**src/design/gsbp_ram.sv**
```systemverilog
// ----------------------------------------------------------------------------
// gsbp_ram
// Simple dual-port synchronous RAM, one write and one registered read port.
// ----------------------------------------------------------------------------
module gsbp_ram #(
    parameter int WIDTH = 8,
    parameter int DEPTH = 16
) (
    input  logic                     i_clk,
    input  logic                     i_we,
    input  logic [$clog2(DEPTH)-1:0] i_waddr,
    input  logic [WIDTH-1:0]         i_wdata,
    input  logic                     i_re,
    input  logic [$clog2(DEPTH)-1:0] i_raddr,
    output logic [WIDTH-1:0]         o_rdata
);

    logic [WIDTH-1:0] r_mem [DEPTH];
    logic [WIDTH-1:0] r_rdata;

    // write port
    always_ff @(posedge i_clk) begin
        if (i_we) begin
            r_mem[i_waddr] <= i_wdata;
        end
    end

    // registered read port
    always_ff @(posedge i_clk) begin
        if (i_re) begin
            r_rdata <= r_mem[i_raddr];
        end
    end

    assign o_rdata = r_rdata;

endmodule

```
**config.mk**
```make
export PLATFORM = sky130hd
export DESIGN_NAME = gsbp_ram
export DESIGN_NICKNAME = d
export VERILOG_FILES = /design/src/design/gsbp_ram.sv
export SDC_FILE = /design/constraint.sdc
export NUM_CORES = 1
export LEC_CHECK = 0
export ABC_AREA = 1
export BUFFER_PORTS_ARGS = -buffer_cell sky130_fd_sc_hd__buf_2
export CORE_ASPECT_RATIO = 1.2
export CORE_MARGIN = 4
export CORE_UTILIZATION = 65
export CTS_BUF_LIST = sky130_fd_sc_hd__clkbuf_8
export DETAILED_ROUTE_END_ITERATION = 8
export PLACE_DENSITY = 0.84
export SETUP_SLACK_MARGIN = 0.05
export SLEW_MARGIN = 20
export SYNTH_ARGS = -nofsm -noshare
export SYNTH_HDL_FRONTEND = slang
export SYNTH_SLANG_ARGS = --single-unit
export TNS_END_PERCENT = 10
```
**constraint.sdc**
```tcl
create_clock -name i_clk -period 1.5 [get_ports i_clk]
set_input_delay 0 -clock i_clk [delete_from_list [all_inputs] [get_ports i_clk]]
set_output_delay 0 -clock i_clk [all_outputs]
set_load 0.03 [all_outputs]
```
# Word-level counts from Yosys, hierarchy flattened
# Memories as Yosys holds them, arrays and structs flattened. A register that Yosys moved wholly into a read port is not among the register bits.
# Cells that the tools add are included.
# word_totals
regBits,0
ramBits,128
inputBits,19
wordCells,3
mem_count,1
# op_classes
n_mux,2
# memory_table
memory,depth,word_bits,rd,rd_clocked_by_memory_dff,write_ports,line_no,rtl
r_mem,16,8,1,1,1,18,logic [WIDTH-1:0] r_mem [DEPTH];
# op_table
operator,n
$mux W1,2

# Longest topological paths before layout
# Gate-level depths: netlist (run 1).
# depth
word_depth,2
ltp_mapped,8
ltp_nobuf,7

# Worst setup path after synthesis (run 1)
# OpenSTA, ideal clock, no wires.
# synth_timing
kind,input to register
from,in i_waddr[2]
to,mem r_mem[10][0] (enable)
setup_ns,0.370
arrival_ns,0.581
required_time_ns,1.130
path_slack_ns,0.549
stages,2
path_buffers,0
cell_sequence,nand3b_1 -> nor2_1
# synth_lines
item,line_no,rtl
start: declaration,11,"input logic [$clog2(DEPTH)-1:0] i_waddr,"
end: declaration,18,
# Straight into the memory's write port.

==> qor.csv, run 1 <==
metric,value,unit
status,finished clean,
top_reg_cell synth,edfxtp_1,
Startpoint Class,register,
final-report max-slew violation count,0,
cell area after layout,6680,um2
Area contributors post-synth,"edfxtp_1 70%, nand2_1 11%, nand3_1 8.3%, inv_1 6.4%, buf_6 1.2%",
Starting Density,67.5,%
Synth top cells by count,"173 x nand2_1, 136 x edfxtp_1, 100 x inv_1, 97 x nand3_1, 17 x nor2_1",
DIE WIDTH,94.6,um
sequential fraction of the synthesis area,69.8,%
Util after Layout,77.1,%
synth warn,0,
largest net degree at the start of global routing,65,
# setup viols final,0,
root buffer cell,clkbuf_8,
post-CTS setup buffers,0,
antenna violations before repair,0,
largest area contributor in the netlist,edfxtp_1,
fraction of layout cells with a size suffix above 1,13.1,%
Synth Net Count,570,
clk_lat worst skew,0.45,ns
final RePlAce weighted congestion,0.858,
"Cell Chain, Critical Path","inv_1, nand2_1, nand3_1, nand3_1, nand3_1, nand2_1",
"count leader, synth",nand2_1,
area growth from synthesis to layout,14.2,%
htree depth,4,
met3 Use GR,6.49,%
Final #Nets,623,
TritonCTS Buffers,17,
Worst Max-Slew Pin Slew,0.587,ns
multi-input combinational cell area,1210,um2
drt first pass iters,6,
Post-synth EDFFs,136,
# rows,37,
unrepaired setup endpoints after global routing,no,
slowest CP cell,edfxtp_1,
post-synthesis register bit count,136,
Critical Path End Type,register,
share of the synthesized area in the top cell type,69.8,%
Die H,112,um
met1 Use GR,31.5,%
clock skew,0.0141,ns
gr usage total,25.9,%
max-cap viol count,0,
Max IR drop VDD,0.789,mV
CP arrival,1.42,ns
Core Area,8660,um2
GR Util met2,42.3,%
"Hold Vio Cnt, Final",0,
vias in the first global route,3852,
busiest grt layer,met2,
register area,4080,um2
IO Count,27,
Synth async-reset ratio,0,%
DIE AREA,10600,um2
fin crit share,80.4,%
drt drc,0,
final setup TNS,0,ns
kind of critical path,register to register,
drt total wl,12600,um
Via density,5.48,
Worst-path clk slew,0.08,ns
Slew headroom,60.8,%
"Distinct cells, synth",11,
Fmax,829,MHz
Syn Area/Cell,10.6,um2
Iteration-0 DRC Markers,469,
post-DP HPWL,7660,um
first-pass GRT wire length,19800,um
Wirelength per Cell,17.2,um
largest fanout on the critical path,1,
CP peak stage delay,0.36,ns
gr ovfl total,0,
Clock Sinks,136,
Tmin final,1.21,ns
Syn Inst Count,551,
clock buffer depth,2,
static leakage,2.89,nW
min-delay worst type,input port to register,
ant diodes,0,
"Req. time, crit path",1.71,ns
cell mode on critical path,nand3_1,
post-route ant nets,0,
register-to-register setup slack,0.29,ns
CTS tree,done,
total number of vias,4021,
power per cell area,1190,nW/um2
# fillers,550,
cell area after synthesis,5850,um2
Port Buffer Count,26,
Post-DP Area,6160,um2
==> layout by cell type, fill, tap and decap left out, types with 4 or more instances in the layout <==
cell type and count:
buf_2 26, buf_4 19, clkbuf_8 17, clkinv_4 4
clkinvlp_4 7, dlygate4sd3_1 10, edfxtp_1 136, inv_1 101
nand2_1 173, nand3_1 97, nor2_1 17
==> worst paths after layout <==
kind / endpoint / start / cells past startpoint
worst max-delay path: o_rdata[3]$_DFFE_PP_ / r_mem[7][3]$_DFFE_PP_ / 6
worst min-delay path: r_mem[1][5]$_DFFE_PP_ / i_we / 4
worst max register to register: o_rdata[3]$_DFFE_PP_ / r_mem[7][3]$_DFFE_PP_ / 6
worst min register to register: o_rdata[0]$_DFFE_PP_ / r_mem[10][0]$_DFFE_PP_ / 6
==> layout make-up <==
class | instances | share of cell area (%)
Inverter | 102 | 5.74
Clock buffer | 17 | 3.51
Tap cell | 117 | 2.19
Timing Repair Buffer | 58 | 6.49
Clock inverter | 15 | 2.72
Sequential cell | 136 | 61.2
Multi-Input combinational cell | 289 | 18.2
==> per-stage QoR <==
stage / total power, W / hold slack, ns / std cells / setup WS (ns)
2_1_floorplan: 0.00472 / 0.0989 / 551 / 0.549
5_1_grt: 0.00821 / 0.195 / 734 / 0.242
3_3_place_gp: 0.00491 / 0.363 / 692 / 0.298
4_1_cts: 0.00795 / 0.168 / 734 / 0.309
3_5_place_dp: 0.00493 / 0.365 / 692 / 0.279
6_report: 0.00793 / 0.189 / 734 / 0.294
==> power by group <==
group          internal (W)  leakage, nW  total [W]  switching [W]
logic              0.000174         1.47   0.000576       0.000402
registers           0.00428         1.24    0.00430      0.0000230
clock network       0.00164        0.187    0.00306        0.00142
==> per-layer routing <==
metal  share of wire [%]  wire (um)
met1                  37       4700
met2                  49       6200
met3                 8.4       1060
met4                 5.1        647
met5                   0          0
==> cells by family (layout without fill, tap and decap cells) <==
| logic type | Yosys count | after routing | share of synthesized area, % |
|---|---|---|---|
| buffers and inverters | 126 | 192 | 9.39 |
| AND/OR/NAND/NOR | 289 | 289 | 20.8 |
| flip-flops | 136 | 136 | 69.8 |
==> worst max-delay path: cells and delay by family (launching register included) <==
kind / cells / cell delay (ns)
buffers and inverters: 1 / 0.06
flip-flops: 1 / 0.36
AND/OR/NAND/NOR: 5 / 0.56
==> flip-flops by register name (all words and copies together), names as in the netlist <==
| signal | count |
|---|---|
| o_rdata | 8 |
| r_mem | 128 |
==> repair_timing <==
action,4_1_cts,5_1_grt
endpoints found under the setup margin,0,0
gates resized for setup,0,0
hold buffers,10,0
hold endpoints to repair,137,0
(Power assumes the default switching activity.)
==> inputs of run 2 (changes only) <==
--- a/config.mk
+++ b/config.mk
@@ -5,14 +5,14 @@
 export SDC_FILE = /design/constraint.sdc
 export NUM_CORES = 1
 export LEC_CHECK = 0
-export ABC_AREA = 1
+export ABC_AREA = 0
 export BUFFER_PORTS_ARGS = -buffer_cell sky130_fd_sc_hd__buf_2
 export CORE_ASPECT_RATIO = 1.2
 export CORE_MARGIN = 4
-export CORE_UTILIZATION = 65
+export CORE_UTILIZATION = 57
 export CTS_BUF_LIST = sky130_fd_sc_hd__clkbuf_8
 export DETAILED_ROUTE_END_ITERATION = 8
-export PLACE_DENSITY = 0.84
+export PLACE_DENSITY = 0.78
 export SETUP_SLACK_MARGIN = 0.05
 export SLEW_MARGIN = 20
 export SYNTH_ARGS = -nofsm -noshare
==> constraint.sdc (replaced) <==
create_clock -name i_clk -period 1.1 [get_ports i_clk]
set_input_delay 0 -clock i_clk [delete_from_list [all_inputs] [get_ports i_clk]]
set_output_delay 0 -clock i_clk [all_outputs]
set_load 0.03 [all_outputs]
==> run 2 against run 1 <==
  * The flow now finishes with violations (setup timing)
  * Register-to-register slack worse by 0.61 ns
  * Critical path depth down 3
  * Synthesized area down 11%
  * Core utilization down 9.0 points
  * Via count down 38%
  * Sequential cell count unchanged
  * Non-clock buffer count up 6
==> qor.csv, run 2 <==
metric,value,unit
max-cap viol count,0,
area growth from synthesis to layout,17.0,%
power per cell area,1590,nW/um2
Area contributors post-synth,"edfxtp_1 78%, mux4_2 7.8%, mux4_1 7.0%, a22oi_1 2.3%, nor2_1 0.93%",
static leakage,2.05,nW
register-to-register setup slack,-0.32,ns
"most common cell after layout, fill and taps aside",edfxtp_1,
Hold Path Origin,i_waddr[1],
Syn Inst Count,229,
Critical Path End Type,register,
drt total wl,9520,um
clock buffer depth,2,
antenna violations before repair,0,
Worst-path clk slew,0.07,ns
CP arrival,1.59,ns
vias in the first global route,2681,
Critical R2R Launch,r_mem[2][3]$_DFFE_PP_,
Reg2Reg Depth,3,
Starting Density,58.2,%
DIE AREA,10800,um2
fin worst setup slack,-0.321,ns
r2r endpoint,o_rdata[3]$_DFFE_PP_,
post-CTS setup buffers,0,
worst min-delay path endpoint,r_mem[0][5]$_DFFE_PP_,
synth warn,0,
Largest Register,r_mem,
drt drc,0,
cell area after synthesis,5230,um2
"count leader, synth",edfxtp_1,
register area,4080,um2
post-synthesis register bit count,136,
gr ovfl total,0,
Synth Net Count,248,
Port Buffer Count,26,
multi-input combinational cell area,1060,um2
Wirelength per Cell,21.9,um
TritonCTS Buffers,17,
most used cells in the layout excluding fill and tap cells,"136 x edfxtp_1, 32 x mux4_2, 25 x buf_4",
Util after Layout,68.1,%
Synth top cells by count,"136 x edfxtp_1, 18 x mux4_2, 16 x a22oi_1, 14 x mux4_1, 13 x nor2_1",
Final #Nets,321,
final RePlAce weighted congestion,0.795,
post-route ant nets,0,
Max IR drop VDD,0.846,mV
Iteration-0 DRC Markers,207,
largest area contributor in the netlist,edfxtp_1,
root buffer cell,clkbuf_8,
largest net degree at the start of global routing,18,
clock skew,0.0106,ns
Via density,5.75,
largest fanout on the critical path,1,
unrepaired setup endpoints after global routing,yes,
Startpoint Class,register,
fin crit share,129,%
"Hold Vio Cnt, Final",0,
# rows,38,
Post-synth EDFFs,136,
kind of critical path,register to register,
"Req. time, crit path",1.27,ns
post-DP HPWL,6550,um
drt first pass iters,4,
Syn Area/Cell,22.8,um2
Clock Sinks,136,
final-report max-slew violation count,0,
fraction of layout cells with a size suffix above 1,39.8,%
htree depth,4,
ant diodes,0,
Core Area,8990,um2
Slew headroom,39.5,%
status,finished with violations,
gr usage total,19.9,%
min-delay worst type,input port to register,
# fillers,554,
sequential fraction of the synthesis area,78.1,%
Hold Path Stages,3,
CTS tree,done,
# setup viols final,8,
total number of vias,2497,
CP peak stage delay,0.50,ns
Tmin final,1.42,ns
clk_lat worst skew,0.42,ns
slowest CP cell,mux4_2,
first-pass GRT wire length,15000,um
Fmax,704,MHz
top_reg_cell synth,edfxtp_1,
"Distinct cells, synth",18,
Die H,113,um
share of the synthesized area in the top cell type,78.1,%
"Cell Chain, Critical Path","mux4_2, a22oi_2, nand2_1",
power consumption,0.00971,W
IO Count,27,
Largest register FFs,128,
Worst Max-Slew Pin Slew,0.904,ns
DIE WIDTH,95.4,um
failing checks,setup timing,
Synth async-reset ratio,0,%
-- run 2: changes by cell type after synthesis, moves of 3 or more --
cell             delta
nand2_1           -164
inv_1             -100
nand3_1            -96
mux4_2             +18
a22oi_1            +16
mux4_1             +14
buf_2              -10
nor2_1              -4
nor3_1              +4
buf_4               -3
buf_6               -3
clkdlybuf4s25_2     +3
-- run 2: stage by stage --
stage / hold slack [ns] / instances / setup WS (ns) / cell area, um2 / setup TNS (ns)
detailed placement: 0.386 / 394 / -0.415 / 5660 / -7.96
global placement: 0.371 / 394 / -0.363 / 5660 / -4.31
floorplan: 0.0989 / 229 / -0.166 / 5190 / -4.64
global route: 0.0841 / 434 / -0.382 / 6120 / -2.62
CTS: 0.0659 / 434 / -0.301 / 6080 / -2.26
finish: 0.0932 / 434 / -0.321 / 6120 / -2.24
-- run 2: how the worst max path moves through the flow --
stage | from | to | slack (ns) | cells past startpoint
after global routing | r_mem[2][3]$_DFFE_PP_ | o_rdata[3]$_DFFE_PP_ | -0.38 | 3
after detailed placement | i_raddr[0] | o_rdata[3]$_DFFE_PP_ | -0.42 | 5
after floorplan | r_mem[3][0]$_DFFE_PP_ | o_rdata[0]$_DFFE_PP_ | -0.17 | 3
after CTS | r_mem[3][7]$_DFFE_PP_ | o_rdata[7]$_DFFE_PP_ | -0.30 | 3
after global placement | i_raddr[0] | o_rdata[3]$_DFFE_PP_ | -0.36 | 5
final | r_mem[2][3]$_DFFE_PP_ | o_rdata[3]$_DFFE_PP_ | -0.32 | 3
-- run 2: routing by layer --
| metal | GRT usage [%] | share of wire, % | up-vias |
|---|---|---|---|
| met3 | 5.19 | 5.5 | 6 |
| met2 | 33.3 | 55 | 83 |
| li1 | - | - | 1107 |
| met1 | 24.9 | 38 | 1301 |
| met5 | 0 | 0 | - |
| met4 | 7.78 | 1.1 | 0 |
-- run 2: power breakdown --
group          switching, W  internal (W)  total, W
combinational      0.000373      0.000305  0.000679
clock               0.00170       0.00147   0.00317
sequential        0.0000309       0.00584   0.00587
-- run 2: repair_timing --
| item | in CTS | in global routing |
|---|---|---|
| endpoints found under the hold margin | 136 | 0 |
| pin swaps | 1 | 2 |
| setup endpoints to repair | 8 | 11 |
| hold buffers | 9 | 0 |
| gates resized for setup | 5 | 12 |
-- run 2: kinds of logic (layout without fill, tap and decap cells) --
group,after synthesis,count (layout),synth area share (%)
compound gates,16,16,2.30
buf+inv,10,95,1.65
flops,136,136,78.1
mux,32,32,14.8
simple gates,35,35,3.14
-- run 2: area by class of cell --
cell class / count / share of cell area [%]
repair buffers: 64 / 8.43
clock buffers: 17 / 3.82
clock inverters: 14 / 1.17
flip-flops and latches: 136 / 66.7
well taps: 120 / 2.45
multi-input cells: 83 / 17.4
-- run 2: critical path: cells and delay by family (launching register included) --
kind	cells	cell delay, ns
and+or+nand+nor	1	0.08
AOI/OAI and AO/OA	1	0.22
DFF	1	0.36
muxes	1	0.50
