--- src/design/gsbp_pkg.sv ---
// ----------------------------------------------------------------------------
// gsbp_pkg
// Shared types, sizes and opcode codes for the gshare / BTB branch predictor.
// ----------------------------------------------------------------------------
package gsbp_pkg;

    // table sizes
    localparam int COUNTER_ENTRIES = 256;
    localparam int TARGET_ENTRIES  = 1024;
    localparam int HISTORY_BITS    = 8;

    localparam int CTR_IDX_W = $clog2(COUNTER_ENTRIES);
    localparam int TGT_IDX_W = $clog2(TARGET_ENTRIES);

    // the clearing sweep covers the larger of the two tables
    localparam int CLEAR_ENTRIES =
        (COUNTER_ENTRIES > TARGET_ENTRIES) ? COUNTER_ENTRIES : TARGET_ENTRIES;
    localparam int CLR_W = $clog2(CLEAR_ENTRIES);

    // item kinds
    localparam logic KIND_PREDICT = 1'b0;
    localparam logic KIND_UPDATE  = 1'b1;

    // branch opcodes
    localparam logic [10:0] OP_CBZ   = 11'h0B4;
    localparam logic [10:0] OP_CBNZ  = 11'h0B5;
    localparam logic [10:0] OP_BCOND = 11'h054;
    localparam logic [10:0] OP_B     = 11'h005;
    localparam logic [10:0] OP_BR    = 11'h6B0;

    // 2-bit direction counter codes
    typedef logic [1:0] t_ctr;
    localparam t_ctr CTR_STRONG_NOT   = 2'd0;
    localparam t_ctr CTR_STRONG_TAKEN = 2'd3;

    // input item
    typedef struct packed {
        logic        kind;
        logic [63:0] pc;
        logic [63:0] actual_next_pc;
        logic        branch_taken;
        logic [10:0] opcode;
    } t_in_item;

    // result item
    typedef struct packed {
        logic [63:0] next_pc;
        logic        btb_miss;
    } t_out_item;

    // one target buffer entry
    typedef struct packed {
        logic        valid;
        logic [63:0] tag;
        logic        is_cond;
        logic [63:0] target;
    } t_btb_entry;

    // write-back requests from the resolve logic
    typedef struct packed {
        logic       btb_we;
        t_btb_entry btb_wdata;
        logic       ctr_we;
        t_ctr       ctr_wdata;
        logic       hist_shift;
        logic       hist_bit;
    } t_update;

    function automatic logic is_cond_op(input logic [10:0] op);
        return (op == OP_CBZ) || (op == OP_CBNZ) || (op == OP_BCOND);
    endfunction

    function automatic logic is_branch_op(input logic [10:0] op);
        return is_cond_op(op) || (op == OP_B) || (op == OP_BR);
    endfunction

endpackage

--- src/design/gsbp_resolve.sv ---
// ----------------------------------------------------------------------------
// gsbp_resolve
// Forms the prediction and the write-back values from the entries read.
// ----------------------------------------------------------------------------
module gsbp_resolve
    import gsbp_pkg::*;
(
    input  t_in_item   i_item,
    input  t_btb_entry i_entry,
    input  t_ctr       i_ctr,
    output t_out_item  o_result,
    output t_update    o_update
);

    logic        hit;
    logic [63:0] seq_pc;
    logic        cond;
    t_ctr        ctr_next;

    assign seq_pc = i_item.pc + 64'd4;
    assign hit    = i_entry.valid && (i_entry.tag == i_item.pc);
    assign cond   = is_cond_op(i_item.opcode);

    // prediction: counter msb set means weakly or strongly taken
    always_comb begin
        o_result.btb_miss = !hit;
        if (hit && (!i_entry.is_cond || i_ctr[1])) begin
            o_result.next_pc = i_entry.target;
        end else begin
            o_result.next_pc = seq_pc;
        end
    end

    // saturating counter step
    always_comb begin
        ctr_next = i_ctr;
        if (i_item.branch_taken) begin
            if (i_ctr != CTR_STRONG_TAKEN) begin
                ctr_next = i_ctr + 2'd1;
            end
        end else begin
            if (i_ctr != CTR_STRONG_NOT) begin
                ctr_next = i_ctr - 2'd1;
            end
        end
    end

    // update item write-back
    always_comb begin
        o_update.btb_we            = is_branch_op(i_item.opcode);
        o_update.btb_wdata.valid   = 1'b1;
        o_update.btb_wdata.tag     = i_item.pc;
        o_update.btb_wdata.is_cond = cond;
        if (i_item.branch_taken) begin
            o_update.btb_wdata.target = i_item.actual_next_pc;
        end else if (!i_entry.valid) begin
            o_update.btb_wdata.target = seq_pc;
        end else begin
            o_update.btb_wdata.target = i_entry.target;
        end
        o_update.ctr_we     = cond;
        o_update.ctr_wdata  = ctr_next;
        o_update.hist_shift = cond;
        o_update.hist_bit   = i_item.branch_taken;
    end

endmodule

--- config.mk ---
export PLATFORM = sky130hd
export DESIGN_NAME = gsbp_resolve
export DESIGN_NICKNAME = d
export VERILOG_FILES = /design/src/design/gsbp_pkg.sv /design/src/design/gsbp_resolve.sv
export SDC_FILE = /design/constraint.sdc
export NUM_CORES = 1
export LEC_CHECK = 0
export ABC_CLOCK_PERIOD_IN_PS = 1700
export BUFFER_PORTS_ARGS = -buffer_cell sky130_fd_sc_hd__buf_4
export CORE_AREA = 4 4 182 184
export DETAILED_ROUTE_END_ITERATION = 7
export DIE_AREA = 0 0 186 188
export GPL_TIMING_DRIVEN = 1
export SETUP_SLACK_MARGIN = 0.2
export SYNTH_ARGS = -nofsm -noshare
export SYNTH_HDL_FRONTEND = slang
export SYNTH_SLANG_ARGS = --single-unit
--- constraint.sdc ---
create_clock -name vclk -period 1.7
set_input_delay 0.085 -clock vclk [all_inputs]
set_output_delay 0.085 -clock vclk [all_outputs]
set_load 0.05 [all_outputs]
# After elaboration in Yosys (flattened, before gate mapping)
# Cells that the tools add are included.
[classes] n_addsub=3 eq_ne=7 muxes=6 n_reduce_logical=10
[ops] op="64-bit two-way mux" count=3
[ops] op="64-bit by 3-bit adder with 64-bit output, second input constant" count=1
[ops] op="64-bit equality test" count=1
[ops] op="11-bit by 8-bit equality test with 1-bit output, second input constant" count=2
[ops] op="11-bit equality test, second input constant" count=1
[ops] op="11-bit by 3-bit equality test with 1-bit output, second input constant" count=1
[ops] op="11-bit by 7-bit equality test with 1-bit output, second input constant" count=1
[ops] op="2-bit two-way mux" count=3
[ops] op="1-bit logical OR" count=5
[ops] op="2-bit by 1-bit adder with 2-bit output, second input constant" count=1
[ops] op="1-bit logical AND" count=2
[ops] op="1-bit logical NOT" count=2
[ops] op="2-bit != test, second input constant" count=1
[ops] op="2-bit nonzero test" count=1
[ops] op="2-bit by 1-bit subtractor with 2-bit output, second input constant" count=1
[totals] regBits=0 input_bits=273 output_inout_bits=201 word_cells=26

# Longest topological paths before layout
# Gate-level depths: netlist of run 1.
[logic_depth] word_depth=5 ltp_mapped=9

# Worst setup path before layout of run 1
# Ideal clock, no wire load.
[synth_timing] path_kind="input -> output" start="in i_item[90] in the netlist's numbering" end="out o_update[65] in the netlist's numbering" t_arrival_ns=2.819 required_time_ns=1.615 path_slack_ns=-1.204 cell_stages=8 path_buffers=2 cell_sequence="buf_2 -> nand4_1 -> or4_1 -> buf_2 -> nor4_4 -> nand3_1 -> xor2_1 -> a221oi_1"
[synth_lines] element="from (decl)" line="gsbp_resolve.sv:8" text="input t_in_item i_item,"
[synth_lines] element="to (decl)" line="gsbp_resolve.sv:12" text="output t_update o_update"

==> results of run 1 <==
[layout make-up]
cell class	count	area share [%]
timing repair buffer	756	48.65
tap	402	3.510
multi-input combinational	560	46.93
inverter	35	0.9167
[synthesized netlist by cell type (16+ instances only)]
master,instances,area (um2)
mux2i_1,64,640.6
o21ai_0,41,205.2
inv_1,35,131.4
nor2_1,16,60.06
nand2_1,79,296.5
xor2_1,38,332.8
mux2_2,43,484.2
nand4_1,41,256.5
clkbuf_1,27,101.4
buf_4,71,533.0
nor4_1,19,118.9
nand3_1,21,105.1
xnor2_1,80,700.7
[final timing paths]
kind            end  cells past startpoint
min   o_update[108]                      2
max     o_result[6]                     14
[stage by stage]
stage | util (%) | total power (uW) | instances
after global routing | 45.65 | 4584 | 1753
after CTS | 43.64 | 4297 | 1732
final | 45.65 | 4391 | 1753
after detailed placement | 36.81 | 3870 | 1691
after floorplan | - | 2226 | 711
after global placement | 36.81 | 3843 | 1691
[cell families (layout without fill, tap and decap cells)]
group           count (synthesis)  count (layout)  share of synthesized area, %
simple gates                  247             247                         28.85
buf+inv                       151             791                         16.98
xor+xnor                      118             118                         20.33
mux                           117             117                         24.34
compound gates                 74              74                         8.787
fa+ha+maj                       3               3                        0.6399
other cells                     1               1                       0.07377
[power by group]
| group | leakage [uW] | internal (uW) | switching [uW] | total, uW |
|---|---|---|---|---|
| clock | 0 | 0 | 0 | 0 |
| combinational | 0.00687 | 1950 | 2440 | 4390 |
| sequential | 0 | 0 | 0 | 0 |
| total | 0.00687 | 1950 | 2440 | 4390 |
[worst max-delay path: cells and delay by family]
kind | cells | cell delay (ns)
buffers and inverters | 8 | 1.17
XOR/XNOR | 1 | 0.16
AO/OA/AOI/OAI | 1 | 0.13
AND/OR/NAND/NOR | 3 | 0.41
multiplexers | 1 | 0.31
[routing by layer]
layer / vias up / global-route usage, % / wire length (um)
li1: 3751 / - / -
met4: 0 / 5.409 / 1104
met3: 53 / 3.240 / 2350
met5: - / 0 / 0
met1: 3832 / 25.11 / 15450
met2: 356 / 38.81 / 20640
[repair_timing]
action,in CTS,in global routing
setup endpoints to repair,123,122
pin swaps,124,92
resized for setup,366,86
gates cloned,5,1
hold buffers,0,0
setup buffers,36,20
==> results.sh, run 1 <==
export IMPL_coreArea_um2=31390
export IMPL_min_path_type="primary input to output pin"
export IMPL_post_drt_wl_per_cell_um=22.56
export IMPL_p_leak_uw=0.006873
export IMPL_die_w_um=186
export IMPL_yosysSeqAreaShare_pct=0
export IMPL_path_class="primary input to output pin"
export IMPL_vias=7992
export IMPL_placed_cell_area_um2=11550
export IMPL_slew_headroom_pct=65.08
export IMPL_pre_cts_slack_ns=-0.8459
export IMPL_via_per_inst=4.559
export IMPL_seq_cell_count=0
export IMPL_status="complete, but fails checks"
export IMPL_n_clock_buffer=0
export IMPL_critPathLaunchType="primary input"
export IMPL_fill_cells=2985
export IMPL_final_cell_mix="buf_4, buf_6, nand2_1"
export IMPL_seq_area_um2=0
export IMPL_die_area_um2=34970
export IMPL_num_rows=65
export IMPL_crit_path_max_incr_delay_ns=0.31
export IMPL_syn_instance_count=711
export IMPL_setup_violations=117
export IMPL_hpwl_mm=32.95
export IMPL_crit_path_start="i_item[87]"
export IMPL_grt_pass1_wl_mm=55.52
export IMPL_gp_congestion=0.8743
export IMPL_whs_ns=0.4651
export IMPL_cp_required_ns=1.62
export IMPL_crit_chain="buf_6 > xnor2_2 > buf_4 > nand4_1 > buf_4 > nor4_2 > buf_4 > and3_4 > o2111ai_4 > buf_12 > buf_8 > buf_16 > mux2_4 > buf_8"
export IMPL_antennaDiodeCount=0
export IMPL_globalRoute_totalOverflow=0
export IMPL_ys_types=51
export IMPL_syn_num_nets=985
export IMPL_yosysWarnings=0
export IMPL_grt_usage_pct=21.03
export IMPL_multiInputGateArea_um2=6725
export IMPL_antenna_found_initial=0
export IMPL_final_common_cell="buf_4"
export IMPL_wl_mm=39.54
export IMPL_drive_above_1_share_pct=78.09
export IMPL_hold_path_startpoint="i_item[114]"
export IMPL_max_freq_mhz=421.0
export IMPL_critical_path_max_fanout=8
export IMPL_cap_violations=0
export IMPL_netlist_area_um2=5084
export IMPL_ir_drop_mv=0.2024
export IMPL_tns_ns=-59.87
export IMPL_drt_initial_drc_count=207
export IMPL_die_y_um=188
export IMPL_cp_slowest_cell="mux2_4"
export IMPL_fin_area_um2=14330
export IMPL_drt_pass1_iter_count=4
export IMPL_ioPinCount=474
export IMPL_slew_violations=0
export IMPL_antenna_left=0
export IMPL_hold_violations=0
export IMPL_rsz0062_at_grt="true"
export IMPL_post_route_min_period_ns=2.375
export IMPL_setup_ws_ns=-0.6752
export IMPL_start_util_pct=16.19
export IMPL_powerDensity_nw_per_um2=306.4
export IMPL_violations="negative setup slack"
export IMPL_grt_max_degree=30
export IMPL_final_nets=1627
export IMPL_areaGrowthSynthToFinish_pct=181.9
export IMPL_period_share_pct=139.7
export IMPL_crit_arrival_ns=2.29
export IMPL_drcViolationCount=0
export IMPL_grt_pass1_vias=8641
export IMPL_cpMostUsedCell="buf_4"
export IMPL_portBuffers=472
export IMPL_avgSynthCellArea_um2=7.150
export IMPL_endpoint_kind="output pin"
export IMPL_tightest_slew_ns=0.5238
Power figures use the tool's default switching activity.
==> run 2, diff against run 1 <==
--- a/config.mk
+++ b/config.mk
@@ -11,7 +11,6 @@
 export DETAILED_ROUTE_END_ITERATION = 7
 export DIE_AREA = 0 0 186 188
 export GPL_TIMING_DRIVEN = 1
-export SETUP_SLACK_MARGIN = 0.2
 export SYNTH_ARGS = -nofsm -noshare
 export SYNTH_HDL_FRONTEND = slang
 export SYNTH_SLANG_ARGS = --single-unit
==> run 2 against run 1 <==
  * The flow still finishes with violations (negative setup slack)
  * Global-route usage about the same
  * Via count is 3.5% lower
  * Final cell count is 1.4% lower
  * Flip-flop and latch count did not move
  * First-iteration DRC count fell by 34%
  * Critical endpoint is now o_result[12]
  * Highest routed layer unchanged
==> results.sh, run 2 (synthesis results as in run 1) <==
export IMPL_p_leak_uw=0.006694
export IMPL_powerDensity_nw_per_um2=309.6
export IMPL_via_per_inst=4.461
export IMPL_min_path_type="primary input to output pin"
export IMPL_rsz0062_at_grt="true"
export IMPL_die_y_um=188
export IMPL_gp_congestion=0.8934
export IMPL_crit_arrival_ns=2.38
export IMPL_portBuffers=472
export IMPL_violations="negative setup slack"
export IMPL_globalRoute_totalOverflow=0
export IMPL_post_drt_wl_per_cell_um=22.86
export IMPL_die_area_um2=34970
export IMPL_final_nets=1602
export IMPL_wl_mm=39.50
export IMPL_endpoint_kind="output pin"
export IMPL_final_common_cell="buf_4"
export IMPL_slew_violations=0
export IMPL_holdPathStages=2
export IMPL_drcViolationCount=0
export IMPL_vias=7709
export IMPL_holdPathEnd="o_update[78]"
export IMPL_cap_violations=0
export IMPL_setup_ws_ns=-0.7600
export IMPL_drt_pass1_iter_count=4
export IMPL_grt_pass1_wl_mm=54.86
export IMPL_final_cell_mix="buf_4, buf_6, nand2_1"
export IMPL_grt_max_degree=64
export IMPL_max_freq_mhz=406.5
export IMPL_antenna_found_initial=0
export IMPL_seq_cell_count=0
export IMPL_critical_path_max_fanout=11
export IMPL_critPathLaunchType="primary input"
export IMPL_setup_violations=117
export IMPL_hold_path_startpoint="i_item[84]"
export IMPL_cp_required_ns=1.62
export IMPL_path_class="primary input to output pin"
export IMPL_ioPinCount=474
export IMPL_drive_above_1_share_pct=76.02
export IMPL_tightest_slew_ns=0.4971
export IMPL_die_w_um=186
export IMPL_n_clock_buffer=0
export IMPL_num_rows=65
export IMPL_tns_ns=-67.55
export IMPL_grt_usage_pct=20.99
export IMPL_period_share_pct=144.7
export IMPL_post_route_min_period_ns=2.460
export IMPL_start_util_pct=16.19
export IMPL_seq_area_um2=0
export IMPL_hpwl_mm=32.90
export IMPL_coreArea_um2=31390
export IMPL_antenna_left=0
export IMPL_slew_headroom_pct=66.75
export IMPL_fin_util_pct=44.05
export IMPL_grt_pass1_vias=8522
export IMPL_drt_initial_drc_count=137
export IMPL_antennaDiodeCount=0
export IMPL_ir_drop_mv=0.1830
export IMPL_hold_violations=0
export IMPL_areaGrowthSynthToFinish_pct=172.0
export IMPL_status="complete, but fails checks"
==> run 2: changes by cell type in the layout (fill, tap and decap cells not counted), sizes merged <==
cell / change
inv: -1
clkinvlp: +1
clkbuf: -1
buf: -24
==> run 2: repair_timing <==
action / CTS / global route
pin swaps: 112 / 63
setup endpoints to repair: 120 / 121
endpoints found under the hold margin: 0 / 0
hold buffers: 0 / 0
buffers inserted: 41 / 15
gates resized for setup: 336 / 70
cloned: 6 / 1
==> run 2: critical path, cell delays in order <==
cell	delay, ns
buf_4	0.11
buf_4	0.15
xnor2_1	0.34
nand4_1	0.24
nor2_1	0.15
and3_4	0.20
o2111ai_4	0.16
buf_12	0.17
buf_8	0.13
buf_16	0.16
mux2_4	0.31
buf_8	0.15
==> run 2: worst max path at each step <==
| stage | from | endpoint | slack, ns | cells past startpoint |
|---|---|---|---|---|
| final | i_item[95] | o_result[12] | -0.76 | 12 |
| after global routing | i_item[83] | o_result[7] | -0.81 | 13 |
| after CTS | i_item[83] | o_result[15] | -0.75 | 13 |
| after detailed placement | i_item[83] | o_result[31] | -1.11 | 10 |
| after global placement | i_item[83] | o_result[29] | -1.13 | 10 |
| after floorplan | i_item[90] | o_update[63] | -0.44 | 8 |
==> run 2: area by class of cell <==
cell class         instances  area [um2]
fillers                 3034       17560
repair buffers           731        6611
multi-input cells        560        6579
well taps                402       503.0
inverters                 35       135.1
==> run 2: power by group <==
group | leakage [uW] | internal, uW | total, uW | switching, uW
Sequential | 0 | 0 | 0 | 0
Combinational | 0.00669 | 1870 | 4280 | 2410
Clock | 0 | 0 | 0 | 0
==> run 2: per-layer routing <==
layer  share of wire [%]  up-vias  global-route usage [%]
met5                   0        -                       0
met4                 1.8        0                   3.307
met3                 6.6       23                   3.822
met2                  53      309                   40.30
met1                  38     3681                   24.24
li1                    -     3696                       -
==> run 2: per-stage QoR <==
| stage | setup WS, ns | total power, uW | hold WS [ns] | cell area (um2) | std cells |
|---|---|---|---|---|---|
| floorplan | -0.4378 | 2179 | 0.2915 | 6397 | 711 |
| global placement | -1.127 | 3775 | 0.4772 | 11230 | 1671 |
| detailed placement | -1.111 | 3795 | 0.4765 | 11230 | 1671 |
| CTS | -0.7472 | 4203 | 0.4690 | 13350 | 1716 |
| global route | -0.8144 | 4473 | 0.4726 | 13830 | 1728 |
| finish | -0.7600 | 4281 | 0.4692 | 13830 | 1728 |
==> run 3, diff against run 2 <==
--- a/config.mk
+++ b/config.mk
@@ -5,12 +5,14 @@
 export SDC_FILE = /design/constraint.sdc
 export NUM_CORES = 1
 export LEC_CHECK = 0
+export ABC_AREA = 0
 export ABC_CLOCK_PERIOD_IN_PS = 1700
 export BUFFER_PORTS_ARGS = -buffer_cell sky130_fd_sc_hd__buf_4
 export CORE_AREA = 4 4 182 184
 export DETAILED_ROUTE_END_ITERATION = 7
 export DIE_AREA = 0 0 186 188
 export GPL_TIMING_DRIVEN = 1
+export SETUP_SLACK_MARGIN = 0.05
 export SYNTH_ARGS = -nofsm -noshare
 export SYNTH_HDL_FRONTEND = slang
 export SYNTH_SLANG_ARGS = --single-unit
==> run 3 against run 2 <==
  * Setup slack got worse by 0.0027 ns
  * Critical path type unchanged
  * Combinational power increased by 0.9%
  * Flip-flop and latch count is the same
  * Routed wire length increased by 0.61%
  * The flow still finishes with violations (negative setup slack)
  * Final cell count increased by 0.87%
==> results.sh, run 3 (synthesis results as in run 1) <==
export IMPL_critical_path_max_fanout=8
export IMPL_holdPathStages=2
export IMPL_post_drt_wl_per_cell_um=22.80
export IMPL_final_common_cell="buf_4"
export IMPL_violations="negative setup slack"
export IMPL_die_area_um2=34970
export IMPL_grt_pass1_wl_mm=55.08
export IMPL_grt_max_degree=48
export IMPL_die_w_um=186
export IMPL_multiInputGateArea_um2=6549
export IMPL_drcViolationCount=0
export IMPL_die_y_um=188
export IMPL_seq_area_um2=0
export IMPL_crit_arrival_ns=2.38
export IMPL_crit_path_max_incr_delay_ns=0.32
export IMPL_final_cell_mix="buf_4, buf_6, nand2_1"
export IMPL_status="complete, but fails checks"
export IMPL_holdPathEnd="o_update[73]"
export IMPL_crit_chain="buf_8 > xnor2_2 > buf_4 > nand4_1 > nor4_2 > buf_4 > and3_4 > o2111ai_4 > buf_12 > buf_16 > mux2_4 > buf_6"
export IMPL_hold_path_startpoint="i_item[79]"
export IMPL_final_nets=1616
export IMPL_post_route_min_period_ns=2.463
export IMPL_critPathLaunchType="primary input"
export IMPL_gp_congestion=0.8729
export IMPL_globalRoute_totalOverflow=0
export IMPL_n_clock_buffer=0
export IMPL_antenna_left=0
export IMPL_cp_required_ns=1.62
export IMPL_grt_usage_pct=21.07
export IMPL_fill_cells=3092
export IMPL_hold_violations=0
export IMPL_rsz0062_at_grt="true"
export IMPL_vias=7853
export IMPL_setup_ws_ns=-0.7627
export IMPL_ir_drop_mv=0.1907
export IMPL_grt_pass1_vias=8352
export IMPL_via_per_inst=4.505
export IMPL_max_freq_mhz=406.1
export IMPL_hold_buffers=0
export IMPL_start_util_pct=16.19
export IMPL_cap_violations=0
export IMPL_hpwl_mm=33.41
export IMPL_critPathBufInv=6
export IMPL_drt_pass1_iter_count=5
export IMPL_fin_area_um2=13840
export IMPL_setup_violations=116
export IMPL_slew_headroom_pct=64.55
export IMPL_placed_cell_area_um2=11480
export IMPL_stdcell_count=1743
export IMPL_cp_slowest_cell="mux2_4"
export IMPL_endpoint_kind="output pin"
export IMPL_portBuffers=472
export IMPL_antenna_found_initial=2
export IMPL_drt_initial_drc_count=233
export IMPL_wl_mm=39.74
export IMPL_coreArea_um2=31390
export IMPL_critical_path_top_delay_family="buffers and inverters"
export IMPL_path_class="primary input to output pin"
export IMPL_period_share_pct=144.9
export IMPL_seq_cell_count=0
export IMPL_powerDensity_nw_per_um2=312.1
export IMPL_ioPinCount=474
export IMPL_num_rows=65
export IMPL_drive_above_1_share_pct=76.94
export IMPL_tns_ns=-65.46
export IMPL_slew_violations=0
export IMPL_dp_cells=1699
export IMPL_p_leak_uw=0.006674
export IMPL_cpMostUsedCell="buf_4"
export IMPL_min_path_type="primary input to output pin"
export IMPL_tightest_slew_ns=0.5300
export IMPL_areaGrowthSynthToFinish_pct=172.2
run 3: changes by cell type in the layout (fill, tap and decap cells not counted), moves of 7 or more:
cell     change
xnor2_1     +10
mux2i_2      +7
buf_6       +18
buf_4       +10
buf_8        -9
run 3: where the power goes:
| part | switching [uW] | internal, uW |
|---|---|---|
| registers | 0 | 0 |
| clock network | 0 | 0.0000787 |
| logic | 2430 | 1890 |
run 3: worst max path at each step:
stage | startpoint | end | slack, ns | depth (start not counted)
floorplan | i_item[90] | o_update[63] | -0.44 | 8
global route | i_item[122] | o_result[28] | -0.83 | 12
detailed placement | i_entry[124] | o_result[28] | -1.12 | 10
finish | i_item[122] | o_result[28] | -0.76 | 12
global placement | i_entry[124] | o_result[28] | -1.11 | 10
CTS | i_item[122] | o_result[63] | -0.76 | 13
run 3: stage by stage:
stage	power (uW)	setup slack (ns)	utilization (%)	hold slack, ns
final	4318	-0.7627	44.08	0.4486
after CTS	4237	-0.7569	42.66	0.4498
after global placement	3847	-1.109	36.56	0.4685
after detailed placement	3866	-1.125	36.56	0.4694
after floorplan	2188	-0.4378	-	0.2915
after global routing	4504	-0.8324	44.08	0.4544
run 3: layout make-up:
cell class                      instances  area share, %
Antenna cell                            1        0.01808
Tap cell                              402          3.635
Timing Repair Buffer                  745          48.05
Inverter                               35         0.9765
Multi-Input combinational cell        560          47.32
run 3: metal layers:
layer / up-vias / global-route usage [%] / part of all wire [%]
li1: 3716 / - / -
met1: 3765 / 24.66 / 38
met3: 36 / 3.919 / 7.0
met4: 2 / 4.793 / 2.5
met2: 334 / 39.28 / 52
met5: - / 0 / 0.018
run 3: timing repair:
action / CTS / global route
gates cloned: 4 / 0
resized for setup: 329 / 80
endpoints found under the hold margin: 0 / 0
setup buffers: 34 / 12
pin swaps: 104 / 61
endpoints found under the setup margin: 118 / 120
